`config.mk`:
```
export PLATFORM = sky130hd
export DESIGN_NAME = topk_select_with_indices
export DESIGN_NICKNAME = d
export VERILOG_FILES = /design/src/hdl/topk_pkg.sv /design/src/hdl/topk_select_with_indices.sv /design/src/hdl/topk_ctrl.sv /design/src/hdl/topk_datapath.sv
export SDC_FILE = /design/constraint.sdc
export NUM_CORES = 2
export LEC_CHECK = 0
export ABC_AREA = 0
export BUFFER_PORTS_ARGS = -buffer_cell sky130_fd_sc_hd__buf_2
export CELL_PAD_IN_SITES_DETAIL_PLACEMENT = 2
export CELL_PAD_IN_SITES_GLOBAL_PLACEMENT = 2
export CORE_MARGIN = 2
export CORE_UTILIZATION = 43
export CTS_CLUSTER_SIZE = 10
export DETAILED_ROUTE_END_ITERATION = 8
export PLACE_DENSITY = 0.87
export SLEW_MARGIN = 25
export SYNTH_ARGS = -nofsm -noshare
export SYNTH_HDL_FRONTEND = slang
export SYNTH_SLANG_ARGS = --single-unit
```
`constraint.sdc`:
```
create_clock -name clk -period 10.9 [get_ports clk]
set_input_delay 1.635 -clock clk [delete_from_list [all_inputs] [get_ports clk]]
set_output_delay 1.635 -clock clk [all_outputs]
set_load 0.02 [all_outputs]
```
`src/hdl/topk_pkg.sv`:
```
// ----------------------------------------------------------------------------
// topk_pkg
// Shared word types, register indexes, status codes and the control/status
// structs between the top-k controller and its datapath.
// ----------------------------------------------------------------------------
package topk_pkg;

  localparam int VALUE_W = 32;
  localparam int POS_W   = 16;
  localparam int CFG_INDEX_W = 2;
  localparam int CFG_DATA_W  = 5;
  localparam int SEL_COUNT_W = 5;
  localparam int STATUS_W    = 2;

  // register indexes
  localparam logic [CFG_INDEX_W-1:0] REG_SELECT_COUNT = 2'd0;
  localparam logic [CFG_INDEX_W-1:0] REG_PICK_LARGEST = 2'd1;

  // result status codes
  localparam logic [STATUS_W-1:0] STATUS_OK    = 2'd0;
  localparam logic [STATUS_W-1:0] STATUS_SHORT = 2'd1;
  localparam logic [STATUS_W-1:0] STATUS_LONG  = 2'd2;

  // reset values of the registers
  localparam logic [SEL_COUNT_W-1:0] SELECT_COUNT_RESET = 5'd1;
  localparam logic                   PICK_LARGEST_RESET = 1'b1;

  typedef struct packed {
    logic signed [VALUE_W-1:0] value;
    logic                      row_end;
  } in_word_t;

  typedef struct packed {
    logic signed [VALUE_W-1:0] value_out;
    logic [POS_W-1:0]          position_out;
    logic                      last_result;
    logic [STATUS_W-1:0]       status;
  } out_word_t;

  // controller to datapath
  typedef struct packed {
    logic accept;   // input word taken this cycle
    logic row_end;  // accepted word closes the row
    logic load;     // move next result into the output register
    logic clear;    // row finished, reset row state
  } dp_cmd_t;

  // datapath to controller
  typedef struct packed {
    logic out_valid;  // output register holds a word
    logic last_load;  // next load is the final result of the row
  } dp_status_t;

endpackage

```
`src/hdl/topk_select_with_indices.sv`:
```
// ----------------------------------------------------------------------------
// topk_select_with_indices
// Streaming top-k selection over a row of signed 32-bit values, returning
// the k best values with their row positions, best first.
// ----------------------------------------------------------------------------
// Usage:
//   in channel: one value word per accepted cycle, row_end on the row's last
//   word. Each word is placed by a compare-and-shift insertion across K_MAX
//   cells, so a row streams in at one word per cycle while in_ready is high.
//   out channel: after the row_end word, the first result goes to the output
//   register; results follow at one word per cycle while out_ready is
//   high, best first, last_result set on the final one. A short row (fewer
//   than k words) or an overlong row (more than ROW_MAX words) gives a single
//   word with status set and value and position zero.
//   A row is taken in word by word, then k results (one on error) are drained
//   from the cell row; in_ready is low during the drain and the next row
//   may start while the final result still waits in the output register.
//   A stalled receiver holds the output register and the drain pauses.
//   cfg port: select_count (index 0) and pick_largest (index 1), written
//   with cfg_write; k is taken at row end, pick_largest at each insertion.
//   Reset (rst, synchronous) empties the row, clears the output and sets
//   select_count to 1 and pick_largest to 1.
// ----------------------------------------------------------------------------
module topk_select_with_indices #(
  parameter int K_MAX   = 16,
  parameter int ROW_MAX = 65536
) (
  input  logic                             clk,
  input  logic                             rst,
  input  logic                             in_valid,
  output logic                             in_ready,
  input  topk_pkg::in_word_t               in_data,
  output logic                             out_valid,
  input  logic                             out_ready,
  output topk_pkg::out_word_t              out_data,
  input  logic                             cfg_write,
  input  logic [topk_pkg::CFG_INDEX_W-1:0] cfg_index,
  input  logic [topk_pkg::CFG_DATA_W-1:0]  cfg_data
);

  topk_pkg::dp_cmd_t    cmd;
  topk_pkg::dp_status_t st;

  // sequencer
  topk_ctrl u_ctrl (
    .clk        (clk),
    .rst        (rst),
    .in_valid   (in_valid),
    .in_ready   (in_ready),
    .in_row_end (in_data.row_end),
    .out_ready  (out_ready),
    .st         (st),
    .cmd        (cmd)
  );

  // cells, counters and output register
  topk_datapath #(
    .K_MAX   (K_MAX),
    .ROW_MAX (ROW_MAX)
  ) u_datapath (
    .clk       (clk),
    .rst       (rst),
    .in_data   (in_data),
    .out_ready (out_ready),
    .out_data  (out_data),
    .out_valid (out_valid),
    .cfg_write (cfg_write),
    .cfg_index (cfg_index),
    .cfg_data  (cfg_data),
    .cmd       (cmd),
    .st        (st)
  );

endmodule

```
`src/hdl/topk_ctrl.sv`:
```
// ----------------------------------------------------------------------------
// topk_ctrl
// Sequencer for the top-k block: collects a row, then drains the results
// one word per free output slot.
// ----------------------------------------------------------------------------
module topk_ctrl (
  input  logic                clk,
  input  logic                rst,
  input  logic                in_valid,
  output logic                in_ready,
  input  logic                in_row_end,
  input  logic                out_ready,
  input  topk_pkg::dp_status_t st,
  output topk_pkg::dp_cmd_t    cmd
);

  typedef enum logic [0:0] {
    ST_COLLECT,
    ST_EMIT
  } state_t;

  state_t state;
  state_t state_next;
  logic   load;

  // output slot free for the next result
  assign load = (state == ST_EMIT) && (!st.out_valid || out_ready);

  // command decode
  always_comb begin
    in_ready    = (state == ST_COLLECT);
    cmd.accept  = in_valid && in_ready;
    cmd.row_end = cmd.accept && in_row_end;
    cmd.load    = load;
    cmd.clear   = load && st.last_load;
  end

  // next state
  always_comb begin
    state_next = state;
    unique case (state)
      ST_COLLECT: begin
        if (cmd.row_end) state_next = ST_EMIT;
      end
      ST_EMIT: begin
        if (cmd.clear) state_next = ST_COLLECT;
      end
      default: state_next = ST_COLLECT;
    endcase
  end

  // state register
  always_ff @(posedge clk) begin
    if (rst) begin
      state <= ST_COLLECT;
    end else begin
      state <= state_next;
    end
  end

endmodule

```
`src/hdl/topk_datapath.sv`:
```
// ----------------------------------------------------------------------------
// topk_datapath
// Sorted row of K_MAX compare-and-shift cells, row counters, configuration
// registers and the output register.
// ----------------------------------------------------------------------------
module topk_datapath #(
  parameter int K_MAX   = 16,
  parameter int ROW_MAX = 65536
) (
  input  logic                                 clk,
  input  logic                                 rst,
  input  topk_pkg::in_word_t                   in_data,
  input  logic                                 out_ready,
  output topk_pkg::out_word_t                  out_data,
  output logic                                 out_valid,
  input  logic                                 cfg_write,
  input  logic [topk_pkg::CFG_INDEX_W-1:0]     cfg_index,
  input  logic [topk_pkg::CFG_DATA_W-1:0]      cfg_data,
  input  topk_pkg::dp_cmd_t                    cmd,
  output topk_pkg::dp_status_t                 st
);

  localparam int FW = $clog2(K_MAX + 1);
  localparam int RW = $clog2(ROW_MAX + 1);
  localparam int CW = ((RW > FW) ? RW : FW) + 1;

  // configuration
  logic [topk_pkg::SEL_COUNT_W-1:0] select_count;
  logic                             pick_largest;

  // kept list, best first
  logic signed [topk_pkg::VALUE_W-1:0] cell_value [K_MAX];
  logic [topk_pkg::POS_W-1:0]          cell_pos   [K_MAX];

  logic [FW-1:0]                filled;
  logic [RW-1:0]                row_position;
  logic [FW-1:0]                remain;
  logic [topk_pkg::STATUS_W-1:0] err;

  logic [K_MAX-1:0]             goes_before;
  logic [K_MAX-1:0]             ahead;
  logic                         at_max;
  logic                         do_insert;
  logic [FW-1:0]                k_eff;
  logic [CW-1:0]                count_new;
  logic [topk_pkg::POS_W-1:0]   new_pos;

  // configuration registers
  always_ff @(posedge clk) begin
    if (rst) begin
      select_count <= topk_pkg::SELECT_COUNT_RESET;
      pick_largest <= topk_pkg::PICK_LARGEST_RESET;
    end else if (cfg_write) begin
      if (cfg_index == topk_pkg::REG_SELECT_COUNT) begin
        select_count <= cfg_data;
      end else if (cfg_index == topk_pkg::REG_PICK_LARGEST) begin
        pick_largest <= cfg_data[0];
      end
    end
  end

  // k clamped to 1..K_MAX
  always_comb begin
    if (select_count == '0) begin
      k_eff = FW'(1);
    end else if (int'(select_count) > K_MAX) begin
      k_eff = FW'(K_MAX);
    end else begin
      k_eff = FW'(select_count);
    end
  end

  assign at_max    = (row_position == RW'(ROW_MAX));
  assign do_insert = cmd.accept && !at_max;
  assign count_new = CW'(row_position) + CW'(1);
  assign new_pos   = topk_pkg::POS_W'(row_position);

  // per cell: new word beats this cell; ahead marks cells past the first hit
  always_comb begin
    logic seen;
    seen = 1'b0;
    for (int i = 0; i < K_MAX; i++) begin
      if (FW'(i) < filled) begin
        goes_before[i] = pick_largest ? (in_data.value > cell_value[i])
                                      : (in_data.value < cell_value[i]);
      end else begin
        goes_before[i] = 1'b1;
      end
      ahead[i] = seen;
      seen     = seen | goes_before[i];
    end
  end

  // compare-and-shift cells; drain shifts toward cell 0
  for (genvar g = 0; g < K_MAX; g++) begin : g_cell
    if (g == 0) begin : g_head
      always_ff @(posedge clk) begin
        if (do_insert && goes_before[0]) begin
          cell_value[0] <= in_data.value;
          cell_pos[0]   <= new_pos;
        end else if (cmd.load) begin
          if (K_MAX > 1) begin
            cell_value[0] <= cell_value[(K_MAX > 1) ? 1 : 0];
            cell_pos[0]   <= cell_pos[(K_MAX > 1) ? 1 : 0];
          end
        end
      end
    end else begin : g_body
      always_ff @(posedge clk) begin
        if (do_insert && ahead[g]) begin
          cell_value[g] <= cell_value[g-1];
          cell_pos[g]   <= cell_pos[g-1];
        end else if (do_insert && goes_before[g]) begin
          cell_value[g] <= in_data.value;
          cell_pos[g]   <= new_pos;
        end else if (cmd.load && (g < K_MAX - 1)) begin
          cell_value[g] <= cell_value[(g < K_MAX - 1) ? g + 1 : g];
          cell_pos[g]   <= cell_pos[(g < K_MAX - 1) ? g + 1 : g];
        end
      end
    end
  end

  // row counters, result count and error code
  always_ff @(posedge clk) begin
    if (rst) begin
      filled       <= '0;
      row_position <= '0;
      remain       <= '0;
      err          <= topk_pkg::STATUS_OK;
    end else begin
      if (cmd.clear) begin
        filled       <= '0;
        row_position <= '0;
      end else if (do_insert) begin
        row_position <= row_position + RW'(1);
        if (filled != FW'(K_MAX)) filled <= filled + FW'(1);
      end
      if (cmd.row_end) begin
        remain <= k_eff;
        if (at_max) begin
          err <= topk_pkg::STATUS_LONG;
        end else if (count_new < CW'(k_eff)) begin
          err <= topk_pkg::STATUS_SHORT;
        end else begin
          err <= topk_pkg::STATUS_OK;
        end
      end else if (cmd.load) begin
        remain <= remain - FW'(1);
      end
    end
  end

  assign st.out_valid = out_valid;
  assign st.last_load = (err != topk_pkg::STATUS_OK) || (remain == FW'(1));

  // output register
  always_ff @(posedge clk) begin
    if (rst) begin
      out_valid <= 1'b0;
    end else if (cmd.load) begin
      out_valid <= 1'b1;
    end else if (out_ready) begin
      out_valid <= 1'b0;
    end
  end

  always_ff @(posedge clk) begin
    if (cmd.load) begin
      if (err != topk_pkg::STATUS_OK) begin
        out_data.value_out    <= '0;
        out_data.position_out <= '0;
        out_data.last_result  <= 1'b1;
        out_data.status       <= err;
      end else begin
        out_data.value_out    <= cell_value[0];
        out_data.position_out <= cell_pos[0];
        out_data.last_result  <= (remain == FW'(1));
        out_data.status       <= topk_pkg::STATUS_OK;
      end
    end
  end

endmodule

```
==> impl_results.md <==
- CP Class: input pin to flip-flop
- Hold_buf cts: 0
- Pwr/cell area: 195 nW/um^2
- Antenna-violating nets left: 0
- DIE HEIGHT: 363 microns
- Max Cap Viol: 0
- Netlist Area Pre-Place: 55300 sq um
- H-tree Lvls: 3
- Fraction of registers with async set or reset after synthesis: 0%
- Critical path data required time: 11350 ps
- DIE AREA: 131000 sq um
- Final GP Congestion: 0.899
- Main flop type after synthesis: edfxtp_1
- Worst slew pin tran: 1090 ps
- Fmax: 135 MHz
- Final hold viol count: 0
- Sequential Area: 25300 sq um
- Final period util: 67.9%
- DRC Markers: 0
- Pleak: 26.0 nW
- #FFs+latches synth: 856
- Post_cts resized: 0
- Total power: 11.8 mW
- Crit path arrival time: 7850 ps
- Clk pin slew, worst setup/hold paths: 60 ps
- HP Class: flip-flop to flip-flop
- Max VDD drop: 147 uV
- Cell row count: 131
- Antenna diode count: 0
- DR pass1 iterations: 5
- Endpoints failing setup: 0
- Area of the multi-input gates: 26800 sq um
- HPWL after DPL: 138000 microns
- Distinct cell type count after synthesis: 82
- Tmin final: 7400 ps
- Setup crit end kind: flip-flop
- DR vias: 45200
- Mapped Cells: 5517
- Max stage delay on crit path: 860 ps
- Layout Cells excl Fill: 7205
- Slowest cell on crit path: nor4_1
- Setup TNS: 0 ps
- Root Driver: clkbuf_16
- Pin count of the biggest net entering global routing: 236
- Post-layout util: 47.5%
- Layout cells sized above 1: 7.05%
- Fin. max-slew vios: 0
- Mean post-synth cell area: 10.0 sq um
- Worst Skew: 45.5 ps
- First-pass GRT wire length: 319000 microns
- Placed cells: 7024
- Layout Nets: 6037
- Grt ovf: 0
- Ys Warns: 0
- # fillers: 13100
- Die Width: 363 microns
- Vias in the first global route: 51000
- Mean routed wirelength per cell: 29.3 microns
- Post-synth EDFFs: 819
- Num CTS Buffers: 103
- Num Clock Sinks: 856
- Layout area overhead: 9.52%
- Initial antenna violation count: 3
- Final WL: 211000 microns
- Clock Path Buffers: 3
- Part of the Yosys area used for sequential elements: 45.8%
- Max FO, Critical Path: 32
- Family with the most delay on the worst path: simple AND/OR/NAND/NOR gates
- Clk_lat worst skew: 780 ps
- Core area: 128000 sq um
- CP Launch Type: input pin
- Port bufs: 97
- Syn Nets: 6084
- GRT Util Overall: 31.5%
- CTS tree: yes
- Headroom to the max-slew limit: 27.0%
- Status: complete, no violations
- Number of setup buffers added after CTS: 0
- IO Pins: 98
- Starting Density: 43.3%
- Vias per cell: 6.27
- Most common cell after layout, fill and taps aside: edfxtp_1
- CP bufs+invs: 3
- Initial DRC count: 3267
- RSZ-0062 raised after global routing: false
- Most frequent cells in the layout: edfxtp_1 (819), mux2i_1 (572), nand2_1 (562)
- CP Cell Sequence: buf_2 -> buf_4 -> ha_1 -> nand4_1 -> nor4_1 -> nand3_1 -> a21o_1 -> o41ai_1 -> o32ai_1 -> nor4_1 -> and4b_4 -> buf_4 -> mux2i_1 -> o21ai_0
## layer usage
metal	track usage [%]	vias to the layer above	part of all wire [%]
met2	57.0	1278	52
li1	-	19900	-
met3	3.81	487	3.9
met1	36.5	23500	39
met4	15.8	6	5.0
met5	0	-	0.017
## layout make-up
type / instances / share of cell area [%]
clock buffers: 158 / 4.72
clock inverters: 20 / 0.324
inverters: 539 / 3.35
multi-input cells: 3784 / 44.2
flip-flops and latches: 856 / 41.8
well taps: 1662 / 3.43
repair buffers: 186 / 2.10
## worst min-delay path, delay by kind of cell, from the launching register on
kind           cells  cell delay (ps)
AO/OA/AOI/OAI      2              140
flip-flops         1              340
## cells by family (layout without fill, tap and decap cells)
group | count (synthesis) | in the layout | synth area share (%)
buffers and inverters | 877 | 903 | 6.13
and+or+nand+nor | 1354 | 1354 | 10.9
DFF | 856 | 856 | 45.8
xor gates and xnor gates | 25 | 25 | 0.396
adders and majority gates | 522 | 522 | 11.8
AOI/OAI and AO/OA | 1267 | 1267 | 13.6
muxes | 616 | 616 | 11.3
## power by group
group	switching [mW]	leakage (nW)	internal, mW
clock network	1.54	1.47	1.80
logic	2.08	16.1	1.13
registers	0.623	8.45	4.61
total	4.24	26.0	7.54
## flip-flops by register name, summed over array words and instances, names as in the netlist, 2 cells and up
name                     cells
u_datapath.cell_value      512
u_datapath.cell_pos        256
u_datapath.remain            5
u_datapath.row_position     17
u_datapath.filled            5
u_datapath.select_count      5
u_datapath.out_data         51
u_datapath.err               2
## metrics by stage
stage / worst slack (ps) / hold WS, ps / instance area [sq um]
2_1_floorplan: 1270 / 471 / 55300
3_3_place_gp: 3490 / 494 / 57300
3_5_place_dp: 3030 / 507 / 57400
4_1_cts: 3790 / 521 / 60400
5_1_grt: 3480 / 557 / 60500
6_report: 3500 / 523 / 60500
## final timing paths
kind / startpoint / endpoint / slack, ps / depth (start not counted)
max: in_data[26] / u_datapath.cell_value[1][223] / 3500 / 14
min: u_datapath.row_position[16] / u_datapath.row_position[16] / 520 / 2
max reg2reg: u_datapath.cell_value[1][95] / u_datapath.cell_value[1][223] / 4550 / 13
min reg2reg: u_datapath.row_position[16] / u_datapath.row_position[16] / 520 / 2
## Yosys cell counts, types with 16 or more instances
master    number  area share (%)
a221o_1       56             1.0
inv_1        538             3.7
o21a_1        19            0.26
and2_1        23            0.26
a31oi_1       20            0.23
mux2i_1      572              10
a21o_1        81             1.1
buf_1         16            0.11
nor2_1       404             2.7
o21ai_0      428             3.9
edfxtp_1     819              44
xor2_1        18            0.29
nor3_1        73            0.66
a21oi_1      456             4.1
nand2_1      568             3.9
dfxtp_1       37             1.3
nor4_1        22            0.25
nor2b_1       24            0.27
nand3_1       47            0.43
ha_1         522              12
a22oi_1       20            0.27
buf_2         40            0.36
clkbuf_1     272             1.8
nand2b_1      17            0.19
nand4_1      102             1.2
o211ai_1      17            0.23
a22o_1        18            0.29
mux2_2        33            0.67
a211oi_1      50            0.68
Note: power is estimated with default switching activity, not from simulation.
